<file path="src/hw/rtl/odmt_pkg.sv">
package odmt_pkg;

  // Interval ring geometry.
  localparam int INTERVAL_DEPTH = 8;
  localparam int RING_AW = $clog2(INTERVAL_DEPTH);
  localparam int FILL_W = $clog2(INTERVAL_DEPTH + 1);

  // Baseline floor, about 1e-6 in Q0.24.
  localparam logic [23:0] BASE_FLOOR = 24'd17;

  // Tempo numerators: 60000 ms * 256, doubled for a two-value median.
  localparam logic [33:0] TEMPO_NUM_ODD = 34'd15360000;
  localparam logic [33:0] TEMPO_NUM_EVEN = 34'd30720000;

  // Shared divider width.
  localparam int DIV_W = 34;
  localparam int DIV_CW = $clog2(DIV_W + 1);

  // Configuration port.
  localparam int CFG_IDX_W = 4;
  localparam int CFG_DATA_W = 16;

  localparam logic [CFG_IDX_W-1:0] REG_ONSET_RATIO = 4'd0;
  localparam logic [CFG_IDX_W-1:0] REG_ONSET_FLOOR = 4'd1;
  localparam logic [CFG_IDX_W-1:0] REG_ATTACK_COEF = 4'd2;
  localparam logic [CFG_IDX_W-1:0] REG_RELEASE_COEF = 4'd3;
  localparam logic [CFG_IDX_W-1:0] REG_REFRACTORY_MS = 4'd4;
  localparam logic [CFG_IDX_W-1:0] REG_INTERVAL_MIN = 4'd5;
  localparam logic [CFG_IDX_W-1:0] REG_INTERVAL_MAX = 4'd6;
  localparam logic [CFG_IDX_W-1:0] REG_MIN_VALID = 4'd7;

  localparam logic [11:0] RST_ONSET_RATIO = 12'd461;
  localparam logic [15:0] RST_ONSET_FLOOR = 16'd524;
  localparam logic [15:0] RST_ATTACK_COEF = 16'd32768;
  localparam logic [15:0] RST_RELEASE_COEF = 16'd1311;
  localparam logic [15:0] RST_REFRACTORY_MS = 16'd80;
  localparam logic [15:0] RST_INTERVAL_MIN = 16'd250;
  localparam logic [15:0] RST_INTERVAL_MAX = 16'd2000;
  localparam logic [3:0] RST_MIN_VALID = 4'd4;

  localparam logic [14:0] LEVEL_ONE = 15'd16384;
  localparam logic [15:0] SAT_16 = 16'hFFFF;

  // One classified item as it sits in the queue.
  typedef struct packed {
    logic [15:0] rms;
    logic [14:0] level;
    logic [31:0] time_ms;
  } item_t;

  // Divider handshake between the back end and the divide unit.
  typedef struct packed {
    logic start;
    logic [DIV_W-1:0] numer;
    logic [DIV_W-1:0] denom;
  } div_req_t;

  typedef struct packed {
    logic done;
    logic [DIV_W-1:0] quo;
  } div_rsp_t;

endpackage

</file>
<file path="src/hw/rtl/odmt_if.sv">
interface odmt_in_if;
  logic valid;
  logic ready;
  logic [15:0] block_rms;
  logic signed [15:0] block_level;
  logic [31:0] time_ms;
  modport source(output valid, block_rms, block_level, time_ms, input ready);
  modport sink(input valid, block_rms, block_level, time_ms, output ready);
endinterface

interface odmt_out_if;
  logic valid;
  logic ready;
  logic onset_now;
  logic [31:0] onset_total;
  logic [15:0] onset_peak;
  logic [31:0] onset_time_ms;
  logic [15:0] tempo_bpm;
  logic [14:0] level_out;
  modport source(output valid, onset_now, onset_total, onset_peak, onset_time_ms,
                 tempo_bpm, level_out, input ready);
  modport sink(input valid, onset_now, onset_total, onset_peak, onset_time_ms,
               tempo_bpm, level_out, output ready);
endinterface

interface odmt_cfg_if;
  logic valid;
  logic ready;
  logic [odmt_pkg::CFG_IDX_W-1:0] index;
  logic [odmt_pkg::CFG_DATA_W-1:0] data;
  modport source(output valid, index, data, input ready);
  modport sink(input valid, index, data, output ready);
endinterface

</file>
<file path="src/hw/rtl/onset_detect_median_tempo_core.sv">
// Per item: without an onset the sequencer alone runs from accept to result; an onset
// adds two passes of the shared 34-step divider and a rank scan over the eight ring
// entries (one pass only when the tempo drops to zero before the second division).
// Throughput: one item is worked on at a time, each held further by any output stall;
// a 2-entry queue takes new items meanwhile.
// Reset: synchronous active-low rst_n restores register defaults and clears detector state.
module onset_detect_median_tempo_core (
  input  logic       clk,
  input  logic       rst_n,
  odmt_in_if.sink    in_ch,
  odmt_out_if.source out_ch,
  odmt_cfg_if.sink   cfg_ch
);

  logic              q_valid;
  odmt_pkg::item_t   q_item;
  logic              q_pop;

  odmt_front u_front (
    .clk (clk),
    .rst_n (rst_n),
    .in_ch (in_ch),
    .q_valid (q_valid),
    .q_item (q_item),
    .q_pop (q_pop)
  );

  odmt_back u_back (
    .clk (clk),
    .rst_n (rst_n),
    .q_valid (q_valid),
    .q_item (q_item),
    .q_pop (q_pop),
    .cfg_ch (cfg_ch),
    .out_ch (out_ch)
  );

endmodule

</file>
<file path="src/hw/rtl/odmt_front.sv">
module odmt_front (
  input  logic               clk,
  input  logic               rst_n,
  odmt_in_if.sink            in_ch,
  output logic               q_valid,
  output odmt_pkg::item_t    q_item,
  input  logic               q_pop
);

  odmt_pkg::item_t slot_r [2];
  logic       wr_ptr_r;
  logic       rd_ptr_r;
  logic [1:0] count_r;
  logic       push;
  logic [14:0] level_clamped;

  // Clamp the display level to the range 0 to 1.0.
  always_comb begin
    if (in_ch.block_level[15]) begin
      level_clamped = '0;
    end else if (in_ch.block_level[14:0] > odmt_pkg::LEVEL_ONE) begin
      level_clamped = odmt_pkg::LEVEL_ONE;
    end else begin
      level_clamped = in_ch.block_level[14:0];
    end
  end

  assign in_ch.ready = (count_r != 2'd2);
  assign push = in_ch.valid && in_ch.ready;
  assign q_valid = (count_r != 2'd0);
  assign q_item = slot_r[rd_ptr_r];

  // Two-entry queue toward the back end.
  always_ff @(posedge clk) begin
    if (push) begin
      slot_r[wr_ptr_r] <= '{rms: in_ch.block_rms, level: level_clamped,
                            time_ms: in_ch.time_ms};
    end
    if (!rst_n) begin
      wr_ptr_r <= 1'b0;
      rd_ptr_r <= 1'b0;
      count_r <= 2'd0;
    end else begin
      if (push) begin
        wr_ptr_r <= ~wr_ptr_r;
      end
      if (q_pop && q_valid) begin
        rd_ptr_r <= ~rd_ptr_r;
      end
      count_r <= count_r + 2'(push) - 2'(q_pop && q_valid);
    end
  end

endmodule

</file>
<file path="src/hw/rtl/odmt_div.sv">
module odmt_div (
  input  logic                 clk,
  input  logic                 rst_n,
  input  odmt_pkg::div_req_t   req,
  output odmt_pkg::div_rsp_t   rsp
);

  localparam int W = odmt_pkg::DIV_W;

  logic [W-1:0] quo_r;
  logic [W-1:0] rem_r;
  logic [W-1:0] den_r;
  logic [odmt_pkg::DIV_CW-1:0] cnt_r;
  logic         busy_r;
  logic         done_r;
  logic [W:0]   shifted;
  logic [W:0]   trial;

  // One quotient bit per cycle, restoring.
  assign shifted = {rem_r, quo_r[W-1]};
  assign trial = shifted - {1'b0, den_r};

  assign rsp.done = done_r;
  assign rsp.quo = quo_r;

  always_ff @(posedge clk) begin
    if (!rst_n) begin
      busy_r <= 1'b0;
      done_r <= 1'b0;
      cnt_r <= '0;
      quo_r <= '0;
      rem_r <= '0;
      den_r <= '0;
    end else begin
      done_r <= 1'b0;
      if (req.start) begin
        quo_r <= req.numer;
        den_r <= req.denom;
        rem_r <= '0;
        cnt_r <= odmt_pkg::DIV_CW'(W);
        busy_r <= 1'b1;
      end else if (busy_r) begin
        if (!trial[W]) begin
          rem_r <= trial[W-1:0];
          quo_r <= {quo_r[W-2:0], 1'b1};
        end else begin
          rem_r <= shifted[W-1:0];
          quo_r <= {quo_r[W-2:0], 1'b0};
        end
        cnt_r <= cnt_r - 1'b1;
        if (cnt_r == odmt_pkg::DIV_CW'(1)) begin
          busy_r <= 1'b0;
          done_r <= 1'b1;
        end
      end
    end
  end

endmodule

</file>
<file path="src/hw/rtl/odmt_back.sv">
module odmt_back (
  input  logic               clk,
  input  logic               rst_n,
  input  logic               q_valid,
  input  odmt_pkg::item_t    q_item,
  output logic               q_pop,
  odmt_cfg_if.sink           cfg_ch,
  odmt_out_if.source         out_ch
);

  localparam int D = odmt_pkg::INTERVAL_DEPTH;
  localparam int AW = odmt_pkg::RING_AW;
  localparam int FW = odmt_pkg::FILL_W;

  typedef enum logic [3:0] {
    S_IDLE, S_PRE, S_THR, S_ENV, S_SWAIT, S_SCAN, S_CNT, S_RANK, S_TDEN, S_TWAIT, S_OUT
  } state_t;

  state_t state_r;

  // Configuration registers.
  logic [11:0] ratio_r;
  logic [15:0] floor_r, attack_r, release_r, refr_r, imin_r, imax_r;
  logic [3:0]  minv_r;

  // Detector state.
  logic [23:0] env_r;
  logic [31:0] last_r;
  logic [31:0] ring_r [D];
  logic [AW-1:0] wpos_r;
  logic [FW-1:0] fill_r;
  logic [31:0] cnt_r;
  logic [15:0] str_r;
  logic [31:0] otime_r;
  logic [15:0] tempo_r;

  // Per-item working registers.
  odmt_pkg::item_t it_r;
  logic [23:0] env0_r;
  logic [23:0] base_r;
  logic        fire_r;
  logic [31:0] ival_r;
  logic [D-1:0] mask_r;
  logic [FW-1:0] nval_r;
  logic [AW-1:0] idx_r;
  logic [31:0] lo_r, hi_r;
  odmt_pkg::div_req_t div_req_r;
  odmt_pkg::div_rsp_t div_rsp;

  // Output register.
  logic        ov_r;
  logic        on_now_r;
  logic [31:0] on_total_r;
  logic [15:0] on_str_r;
  logic [31:0] on_time_r;
  logic [15:0] on_tempo_r;
  logic [14:0] on_level_r;

  logic [23:0] rms24;
  logic [35:0] thr_prod;
  logic [36:0] thr;
  logic [36:0] lhs;
  logic        refr_ok;
  logic        env_up;
  logic [23:0] env_diff;
  logic [15:0] env_coef;
  logic [39:0] env_prod;
  logic [FW-1:0] rank;
  logic [FW-1:0] popc;
  logic [31:0] cur;
  logic [FW-1:0] half;
  logic [32:0] den_sum;
  logic        out_free;

  assign rms24 = {it_r.rms, 8'd0};
  assign cfg_ch.ready = 1'b1;
  assign q_pop = (state_r == S_IDLE) && q_valid;
  assign out_free = !ov_r || out_ch.ready;

  // Threshold product and refractory test.
  assign thr_prod = ratio_r * base_r;
  assign thr = {1'b0, thr_prod} + {5'd0, floor_r, 16'd0};
  assign lhs = {5'd0, it_r.rms, 16'd0};
  assign refr_ok = (cnt_r == '0) || ((it_r.time_ms - last_r) >= {16'd0, refr_r});

  // Envelope step toward the current rms.
  assign env_up = rms24 > env0_r;
  assign env_diff = env_up ? (rms24 - env0_r) : (env0_r - rms24);
  assign env_coef = env_up ? attack_r : release_r;
  assign env_prod = env_diff * env_coef;

  // Rank of the scanned entry among the valid intervals.
  assign cur = ring_r[idx_r];
  always_comb begin
    rank = '0;
    popc = '0;
    for (int j = 0; j < D; j++) begin
      if (mask_r[j] && ((ring_r[j] < cur) || ((ring_r[j] == cur) && (AW'(j) < idx_r)))) begin
        rank = rank + 1'b1;
      end
      popc = popc + FW'(mask_r[j]);
    end
  end
  assign half = nval_r >> 1;
  assign den_sum = {1'b0, lo_r} + {1'b0, hi_r};

  odmt_div u_div (
    .clk (clk),
    .rst_n (rst_n),
    .req (div_req_r),
    .rsp (div_rsp)
  );

  assign out_ch.valid = ov_r;
  assign out_ch.onset_now = on_now_r;
  assign out_ch.onset_total = on_total_r;
  assign out_ch.onset_peak = on_str_r;
  assign out_ch.onset_time_ms = on_time_r;
  assign out_ch.tempo_bpm = on_tempo_r;
  assign out_ch.level_out = on_level_r;

  // Sequencer over the item's work, holding state and the output register.
  always_ff @(posedge clk) begin
    if (!rst_n) begin
      state_r <= S_IDLE;
      ratio_r <= odmt_pkg::RST_ONSET_RATIO;
      floor_r <= odmt_pkg::RST_ONSET_FLOOR;
      attack_r <= odmt_pkg::RST_ATTACK_COEF;
      release_r <= odmt_pkg::RST_RELEASE_COEF;
      refr_r <= odmt_pkg::RST_REFRACTORY_MS;
      imin_r <= odmt_pkg::RST_INTERVAL_MIN;
      imax_r <= odmt_pkg::RST_INTERVAL_MAX;
      minv_r <= odmt_pkg::RST_MIN_VALID;
      env_r <= '0;
      last_r <= '0;
      wpos_r <= '0;
      fill_r <= '0;
      cnt_r <= '0;
      str_r <= '0;
      otime_r <= '0;
      tempo_r <= '0;
      div_req_r <= '0;
      ov_r <= 1'b0;
    end else begin
      // A result taken while the sequencer is not loading a new one empties the register.
      if (ov_r && out_ch.ready && (state_r != S_OUT)) begin
        ov_r <= 1'b0;
      end

      if (cfg_ch.valid) begin
        case (cfg_ch.index)
          odmt_pkg::REG_ONSET_RATIO: ratio_r <= cfg_ch.data[11:0];
          odmt_pkg::REG_ONSET_FLOOR: floor_r <= cfg_ch.data;
          odmt_pkg::REG_ATTACK_COEF: attack_r <= cfg_ch.data;
          odmt_pkg::REG_RELEASE_COEF: release_r <= cfg_ch.data;
          odmt_pkg::REG_REFRACTORY_MS: refr_r <= cfg_ch.data;
          odmt_pkg::REG_INTERVAL_MIN: imin_r <= cfg_ch.data;
          odmt_pkg::REG_INTERVAL_MAX: imax_r <= cfg_ch.data;
          odmt_pkg::REG_MIN_VALID: minv_r <= cfg_ch.data[3:0];
          default: ;
        endcase
      end

      case (state_r)
        S_IDLE: begin
          if (q_valid) begin
            it_r <= q_item;
            state_r <= S_PRE;
          end
        end
        S_PRE: begin
          // An empty envelope is loaded with the rms first.
          if (env_r == '0) begin
            env0_r <= rms24;
            base_r <= (rms24 > odmt_pkg::BASE_FLOOR) ? rms24 : odmt_pkg::BASE_FLOOR;
          end else begin
            env0_r <= env_r;
            base_r <= (env_r > odmt_pkg::BASE_FLOOR) ? env_r : odmt_pkg::BASE_FLOOR;
          end
          state_r <= S_THR;
        end
        S_THR: begin
          fire_r <= refr_ok && (lhs > thr);
          ival_r <= it_r.time_ms - last_r;
          state_r <= S_ENV;
        end
        S_ENV: begin
          if (env_up) begin
            env_r <= env0_r + env_prod[39:16];
          end else begin
            env_r <= env0_r - env_prod[39:16];
          end
          if (fire_r) begin
            if (cnt_r != '0) begin
              ring_r[wpos_r] <= ival_r;
              wpos_r <= (wpos_r == AW'(D - 1)) ? '0 : wpos_r + 1'b1;
              if (fill_r != FW'(D)) begin
                fill_r <= fill_r + 1'b1;
              end
            end
            last_r <= it_r.time_ms;
            otime_r <= it_r.time_ms;
            cnt_r <= cnt_r + 1'b1;
            div_req_r <= '{start: 1'b1, numer: {2'd0, it_r.rms, 16'd0},
                           denom: {10'd0, base_r}};
            state_r <= S_SWAIT;
          end else begin
            state_r <= S_OUT;
          end
        end
        S_SWAIT: begin
          // The start pulse lasts one cycle.
          div_req_r.start <= 1'b0;
          if (div_rsp.done) begin
            str_r <= (div_rsp.quo > {18'd0, odmt_pkg::SAT_16}) ? odmt_pkg::SAT_16
                                                               : div_rsp.quo[15:0];
            state_r <= S_SCAN;
          end
        end
        S_SCAN: begin
          for (int i = 0; i < D; i++) begin
            mask_r[i] <= (FW'(i) < fill_r) && (ring_r[i] >= {16'd0, imin_r}) &&
                         (ring_r[i] <= {16'd0, imax_r});
          end
          state_r <= S_CNT;
        end
        S_CNT: begin
          nval_r <= popc;
          idx_r <= '0;
          if ((popc == '0) || (32'(popc) < 32'(minv_r))) begin
            tempo_r <= '0;
            state_r <= S_OUT;
          end else begin
            state_r <= S_RANK;
          end
        end
        S_RANK: begin
          if (mask_r[idx_r]) begin
            if (rank == half) begin
              hi_r <= cur;
            end
            if (rank == half - 1'b1) begin
              lo_r <= cur;
            end
          end
          idx_r <= idx_r + 1'b1;
          if (idx_r == AW'(D - 1)) begin
            state_r <= S_TDEN;
          end
        end
        S_TDEN: begin
          if (nval_r[0]) begin
            if (hi_r == '0) begin
              tempo_r <= '0;
              state_r <= S_OUT;
            end else begin
              div_req_r <= '{start: 1'b1,
                             numer: odmt_pkg::TEMPO_NUM_ODD + {3'd0, hi_r[31:1]},
                             denom: {2'd0, hi_r}};
              state_r <= S_TWAIT;
            end
          end else begin
            if (den_sum == '0) begin
              tempo_r <= '0;
              state_r <= S_OUT;
            end else begin
              div_req_r <= '{start: 1'b1,
                             numer: odmt_pkg::TEMPO_NUM_EVEN + {2'd0, den_sum[32:1]},
                             denom: {1'b0, den_sum}};
              state_r <= S_TWAIT;
            end
          end
        end
        S_TWAIT: begin
          div_req_r.start <= 1'b0;
          if (div_rsp.done) begin
            tempo_r <= (div_rsp.quo > {18'd0, odmt_pkg::SAT_16}) ? odmt_pkg::SAT_16
                                                                 : div_rsp.quo[15:0];
            state_r <= S_OUT;
          end
        end
        S_OUT: begin
          if (out_free) begin
            ov_r <= 1'b1;
            on_now_r <= fire_r;
            on_total_r <= cnt_r;
            on_str_r <= str_r;
            on_time_r <= otime_r;
            on_tempo_r <= tempo_r;
            on_level_r <= it_r.level;
            state_r <= S_IDLE;
          end
        end
        default: state_r <= S_IDLE;
      endcase
    end
  end

endmodule
</file>
<file path="src/flat_wrapper.sv">
// flat-port wrapper written by rule: the top's interface ports become plain ports
module onset_detect_median_tempo_core_flat 
  (clk, rst_n, in_ch_valid, in_ch_block_rms, in_ch_block_level, in_ch_time_ms, in_ch_ready, out_ch_valid, out_ch_onset_now, out_ch_onset_total, out_ch_onset_peak, out_ch_onset_time_ms, out_ch_tempo_bpm, out_ch_level_out, out_ch_ready, cfg_ch_valid, cfg_ch_index, cfg_ch_data, cfg_ch_ready);
  odmt_in_if in_ch_i ();
  odmt_out_if out_ch_i ();
  odmt_cfg_if cfg_ch_i ();
  input  logic clk;
  input  logic rst_n;
  input wire logic [$bits(in_ch_i.valid)-1:0] in_ch_valid;
  input wire logic [$bits(in_ch_i.block_rms)-1:0] in_ch_block_rms;
  input wire logic [$bits(in_ch_i.block_level)-1:0] in_ch_block_level;
  input wire logic [$bits(in_ch_i.time_ms)-1:0] in_ch_time_ms;
  output wire logic [$bits(in_ch_i.ready)-1:0] in_ch_ready;
  output wire logic [$bits(out_ch_i.valid)-1:0] out_ch_valid;
  output wire logic [$bits(out_ch_i.onset_now)-1:0] out_ch_onset_now;
  output wire logic [$bits(out_ch_i.onset_total)-1:0] out_ch_onset_total;
  output wire logic [$bits(out_ch_i.onset_peak)-1:0] out_ch_onset_peak;
  output wire logic [$bits(out_ch_i.onset_time_ms)-1:0] out_ch_onset_time_ms;
  output wire logic [$bits(out_ch_i.tempo_bpm)-1:0] out_ch_tempo_bpm;
  output wire logic [$bits(out_ch_i.level_out)-1:0] out_ch_level_out;
  input wire logic [$bits(out_ch_i.ready)-1:0] out_ch_ready;
  input wire logic [$bits(cfg_ch_i.valid)-1:0] cfg_ch_valid;
  input wire logic [$bits(cfg_ch_i.index)-1:0] cfg_ch_index;
  input wire logic [$bits(cfg_ch_i.data)-1:0] cfg_ch_data;
  output wire logic [$bits(cfg_ch_i.ready)-1:0] cfg_ch_ready;
  assign in_ch_i.valid = in_ch_valid;
  assign in_ch_i.block_rms = in_ch_block_rms;
  assign in_ch_i.block_level = in_ch_block_level;
  assign in_ch_i.time_ms = in_ch_time_ms;
  assign in_ch_ready = in_ch_i.ready;
  assign out_ch_valid = out_ch_i.valid;
  assign out_ch_onset_now = out_ch_i.onset_now;
  assign out_ch_onset_total = out_ch_i.onset_total;
  assign out_ch_onset_peak = out_ch_i.onset_peak;
  assign out_ch_onset_time_ms = out_ch_i.onset_time_ms;
  assign out_ch_tempo_bpm = out_ch_i.tempo_bpm;
  assign out_ch_level_out = out_ch_i.level_out;
  assign out_ch_i.ready = out_ch_ready;
  assign cfg_ch_i.valid = cfg_ch_valid;
  assign cfg_ch_i.index = cfg_ch_index;
  assign cfg_ch_i.data = cfg_ch_data;
  assign cfg_ch_ready = cfg_ch_i.ready;
  onset_detect_median_tempo_core u_core (.clk(clk), .rst_n(rst_n), .in_ch(in_ch_i), .out_ch(out_ch_i), .cfg_ch(cfg_ch_i));
endmodule
</file>
<file path="config.mk">
export PLATFORM = sky130hd
export DESIGN_NAME = onset_detect_median_tempo_core_flat
export DESIGN_NICKNAME = d
export VERILOG_FILES = /design/src/hw/rtl/odmt_pkg.sv /design/src/hw/rtl/odmt_if.sv /design/src/hw/rtl/onset_detect_median_tempo_core.sv /design/src/hw/rtl/odmt_front.sv /design/src/hw/rtl/odmt_div.sv /design/src/hw/rtl/odmt_back.sv /design/src/flat_wrapper.sv
export SDC_FILE = /design/constraint.sdc
export NUM_CORES = 2
export LEC_CHECK = 0
export BUFFER_PORTS_ARGS = -buffer_cell sky130_fd_sc_hd__buf_2
export CORE_MARGIN = 2
export CORE_UTILIZATION = 65
export CTS_BUF_LIST = sky130_fd_sc_hd__clkbuf_8
export CTS_CLUSTER_SIZE = 40
export DETAILED_ROUTE_END_ITERATION = 7
export PLACE_DENSITY = 0.82
export SYNTH_ARGS = -nofsm -noshare
export SYNTH_HDL_FRONTEND = slang
export SYNTH_SLANG_ARGS = --single-unit
export TNS_END_PERCENT = 1
</file>
<file path="constraint.sdc">
create_clock -name clk -period 29.5 [get_ports clk]
set_input_delay 0 -clock clk [delete_from_list [all_inputs] [get_ports clk]]
set_output_delay 0 -clock clk [all_outputs]
set_load 0.05 [all_outputs]
</file>
==> flow_results.org <==
** Logic synthesis
- Yosys mapped a number of flops with a built-in enable equal to 717.
- Post-Synthesis Net Count :: 10,000
- Mean Syn Cell Area :: 10.1 sq um
- Area share of the largest cell type after synthesis :: 25.1%
- In the synthesized netlist the dominant register cell turns out to be sky130_fd_sc_hd__edfxtp_1.
- Cell type with the largest total area after synthesis :: sky130_fd_sc_hd__edfxtp_1
- Count of different cell masters after synthesis :: around 100
- Cell Area, Synth :: 0.0858 sq mm
- Async set or reset register ratio after synthesis :: 0%
- Number of instances in the synthesized netlist :: ~8,500
- Share of the yosys chip area belonging to registers :: about a third
- Synthesis-stage register bit count :: approximately 1,100
- After synthesis, the cell types taking the most area are sky130_fd_sc_hd__edfxtp_1, sky130_fd_sc_hd__ha_1, sky130_fd_sc_hd__fa_1.
- Count of warnings emitted by yosys :: 0

** Drt
- After detailed routing, the number of remaining DRC violations is 0.
- Violation count after the first detailed-routing iteration :: between 7,000 and 8,000
- The count of nets left with antenna violations once routing finished came out at 0.
- Wire per inst :: between 20 and 25 um
- Final wirelength :: roughly 260,000 um
- For this run, the detailed router's first-pass iteration total came to 6.
- The routed layout has 68,600 vias.
- Post-DR vias/cell :: 6.38

** Clock tree
- Buffers inserted to repair hold after CTS numbered between 150 and 200.
- Post_cts resized :: 0
- Max Buffers Root-to-Sink :: 3
- TritonCTS built the clock tree.
- Latest clock arrival within the worst-skew pair :: between 0.9 and 1 ns
- Deepest level of the CTS H-tree :: 4
- Post-CTS clock slew at the launch and capture registers of the worst setup and hold paths :: around 0.080 ns
- Post-CTS setup buffers :: 0
- Sinks on the clock net :: about 1,100
- Buffers inserted during clock tree synthesis total about 190.
- Clk root buf :: sky130_fd_sc_hd__clkbuf_8

** Worst setup path
- Launching point of the worst reg2reg path :: u_core.u_back.env0_r[0]$_SDFFCE_PP0P_
- Number of cells traversed by the worst register-to-register path :: between 40 and 50
- Following the worst setup path forward leads to its endpoint at u_core.u_back.env_r[23]$_SDFFE_PN0P_.
- CP Class :: reg -> reg
- In this design, the critical path's most frequently occurring cell is sky130_fd_sc_hd__fa_1.
- Top fanout value on the critical path :: 23
- Buffers and inverters on the worst path :: 4
- Counting buffers and inverters, the worst setup path is 44 cells deep.
- CP Data Arrival Time :: about 15 ns
- Setup slack on the worst reg-to-reg path comes out at roughly 16 ns.
- Broken down by cell family, the worst path's largest delay share belongs to adder cells.
- Critical Path Sink Type :: register
- The largest single stage delay on the critical path is between 0.7 and 0.8 ns.
- STA classifies the critical path startpoint as a register.
- In this run the critical register-to-register path is captured at u_core.u_back.env_r[23]$_SDFFE_PN0P_.
- Crit path from :: u_core.u_back.env0_r[0]$_SDFFCE_PP0P_
- For the worst setup path, the data required time is 30.38 ns.
- Critical-path cell with the highest stage delay :: sky130_fd_sc_hd__o41ai_1

** Die
- Once the floorplan was initialized, standard cells occupied about two thirds of the core.
- The floorplan step set the die height to 367 um.
- The total area inside the core boundary comes to 0.131 sq mm.
- Die Outline Area :: about 0.13 sq mm
- Cell row count :: between 100 and 150
- The die is roughly 370 um wide.
- Boundary pin count :: 204

** Cells and area
- Fraction of final layout cells with drive strength greater than 1 :: under 10%
- Leading cell types in the layout, fill and taps excluded :: sky130_fd_sc_hd__nand2_1, sky130_fd_sc_hd__inv_1, sky130_fd_sc_hd__ha_1
- The library cell used most frequently in the layout, excluding fill and tap cells, is sky130_fd_sc_hd__nand2_1.
- Growth of design area from synthesis to finish :: 10.1%
- Number of nets at the end of the flow :: just over 10,000

** Global routing
- Vias in the first global route :: 68,500
- Pin count of the biggest net entering global routing :: 90
- The first global-routing pass estimated just over 400,000 um of wire.
- Overall overflow remaining after global route :: 0
- Number of antenna violations at the first check in global routing :: 12
- All-Layer GR Usage :: between 30 and 40%

** STA
- The worst path needs 13.66 ns of the cycle, external delays included.
- Share of the clock period used by the worst path after layout :: a little under half
- The worst pin sits at a relative slew slack of between 15 and 20%.
- For this run, the top clock speed supported by timing is 0.0732 GHz.
- Setup violators final :: 0
- Transition time at the pin with the least slew margin :: about 1.2 ns
- Unrepaired setup endpoints after global routing :: no
- On the final layout, the worst clock skew is 0.0649 ns.
- The count of endpoints failing hold in the final timing report is 0.
- Summed negative setup slack over all endpoints :: 0 ns
- The number of slew-limit violations in the final report came to 0.

** Placement
- Detailed placement ended at an HPWL of 192,000 um.
- Final weighted congestion in routability-driven placement :: approximately 1
- Port Buffers :: a little over 200

** Run
- The tool flagged a number of max-cap violations equal to 0.

** Hold path
- Worst min-delay path class :: in -> reg

** Run status
- The run finished with clean final reports.
-- flip-flops by register name (all words and copies together) (netlist names), 24 cells and up, named ones only --
register	count
u_core.u_back.u_div.rem_r	34
u_core.u_back.div_req_r	67
u_core.u_back.lo_r	32
u_core.u_front.slot_r	126
u_core.u_back.out_ch.onset_time_ms	32
u_core.u_back.out_ch.onset_total	32
u_core.u_back.env0_r	24
u_core.u_back.u_div.den_r	33
u_core.u_back.ival_r	32
u_core.u_back.u_div.quo_r	34
u_core.u_back.cnt_r	32
u_core.u_back.hi_r	32
u_core.u_back.env_r	24
u_core.u_back.otime_r	32
u_core.u_back.ring_r	256
u_core.u_back.it_r	63
u_core.u_back.base_r	24
-- cell families after synthesis --
kind of cell / synth area share [%]
AO/OA/AOI/OAI: 11.6
XOR/XNOR: 2.74
adder cells (fa/ha/maj): 26.3
buffers and inverters: 5.40
flip-flops: 35.1
multiplexers: 4.69
other: 0.00437
AND/OR/NAND/NOR: 14.2
-- final cells by class --
class / count / area, sq um
inverter: 886 / 3330
clock buffer: 200 / 2750
timing repair buffer: 498 / 3660
tap: 1755 / 2200
clock inverter: 149 / 1100
fill: 9275 / 36800
sequential: 1144 / 30100
antenna: 6 / 15.0
multi-input combinational: 6111 / 51200
-- routing by layer --
metal | wire length, um | GRT usage [%]
met5 | 67 | 0
met4 | 13500 | 17.9
met3 | 32800 | 10.5
met2 | 117000 | 59.6
met1 | 102000 | 52.2
-- how the worst min path moves through the flow --
stage | depth (start not counted) | to | slack, ns | from
after floorplan | 0 | u_core.u_front.slot_r[0][0]$_DFFE_PP_ | 0.1 | in_ch_time_ms[0]
after global placement | 1 | u_core.u_front.slot_r[0][13]$_DFFE_PP_ | 0.19 | in_ch_time_ms[13]
after detailed placement | 1 | u_core.u_front.slot_r[1][0]$_DFFE_PP_ | 0.19 | in_ch_time_ms[0]
after CTS | 4 | u_core.u_back.imin_r[10]$_SDFFE_PN0P_ | 0.0003 | cfg_ch_data[10]
after global routing | 3 | u_core.u_front.wr_ptr_r$_SDFFE_PN0P_ | 0.06 | rst_n
final | 4 | u_core.u_back.div_req_r[31]$_SDFFE_PN0P_ | 0.10 | rst_n
-- per-stage QoR --
stage          worst slack (ns)  cells  util [%]  area (sq um)  hold WS (ns)
3_5_place_dp              16.11  10200      67.7         88800         0.191
4_1_cts                   16.06  10700      72.0         94400      0.000337
5_1_grt                   15.07  10700      72.0         94400        0.0647
6_report                  15.84  10700      72.0         94400         0.101
3_3_place_gp              16.58  10200      67.7         88800         0.188
2_1_floorplan             17.80   8475         -         85800        0.0989
-- worst reg2reg max path, delay by kind of cell (launching register included) --
kind | cells | cell delay (ns)
AO/OA/AOI/OAI | 15 | 4.07
XOR/XNOR | 3 | 1.26
adder cells (fa/ha/maj) | 9 | 4.09
buffers and inverters | 4 | 0.57
flip-flops | 1 | 0.67
multiplexers | 1 | 0.33
AND/OR/NAND/NOR | 12 | 2.58
-- cells in the mapped netlist, types with 11 or more instances --
master / n
sky130_fd_sc_hd__a31oi_1: 31
sky130_fd_sc_hd__o21ai_0: 253
sky130_fd_sc_hd__a21oi_1: 409
sky130_fd_sc_hd__and3_1: 34
sky130_fd_sc_hd__mux4_2: 66
sky130_fd_sc_hd__buf_2: 17
sky130_fd_sc_hd__and4_1: 20
sky130_fd_sc_hd__o21bai_1: 17
sky130_fd_sc_hd__o31ai_1: 22
sky130_fd_sc_hd__ha_1: 918
sky130_fd_sc_hd__nand4_1: 107
sky130_fd_sc_hd__or2_2: 23
sky130_fd_sc_hd__edfxtp_1: 717
sky130_fd_sc_hd__o2111ai_1: 14
sky130_fd_sc_hd__mux2_2: 69
sky130_fd_sc_hd__a21boi_0: 68
sky130_fd_sc_hd__a2111oi_0: 11
sky130_fd_sc_hd__nand3_1: 115
sky130_fd_sc_hd__a21o_1: 265
sky130_fd_sc_hd__or3_1: 50
sky130_fd_sc_hd__or4_1: 12
sky130_fd_sc_hd__clkbuf_1: 285
sky130_fd_sc_hd__inv_1: 880
sky130_fd_sc_hd__a211oi_1: 57
sky130_fd_sc_hd__o211a_1: 29
sky130_fd_sc_hd__xnor2_1: 164
sky130_fd_sc_hd__mux2i_1: 176
sky130_fd_sc_hd__o21ai_1: 28
sky130_fd_sc_hd__o21a_1: 84
sky130_fd_sc_hd__fa_1: 552
sky130_fd_sc_hd__o211ai_1: 55
sky130_fd_sc_hd__nor3b_1: 13
sky130_fd_sc_hd__and2_1: 204
sky130_fd_sc_hd__buf_1: 25
sky130_fd_sc_hd__dfxtp_1: 427
sky130_fd_sc_hd__a21boi_1: 21
sky130_fd_sc_hd__nand2b_1: 95
sky130_fd_sc_hd__xor2_1: 96
sky130_fd_sc_hd__nor4_1: 81
sky130_fd_sc_hd__nor2_1: 410
sky130_fd_sc_hd__nor3_1: 102
sky130_fd_sc_hd__nand3b_1: 12
sky130_fd_sc_hd__nor2b_1: 177
sky130_fd_sc_hd__nand2_1: 1082
sky130_fd_sc_hd__a211o_1: 12
Power is left out: the tool's default activity adds up to more than one toggle a clock period on the data nets, which glitch-free logic cannot reach.
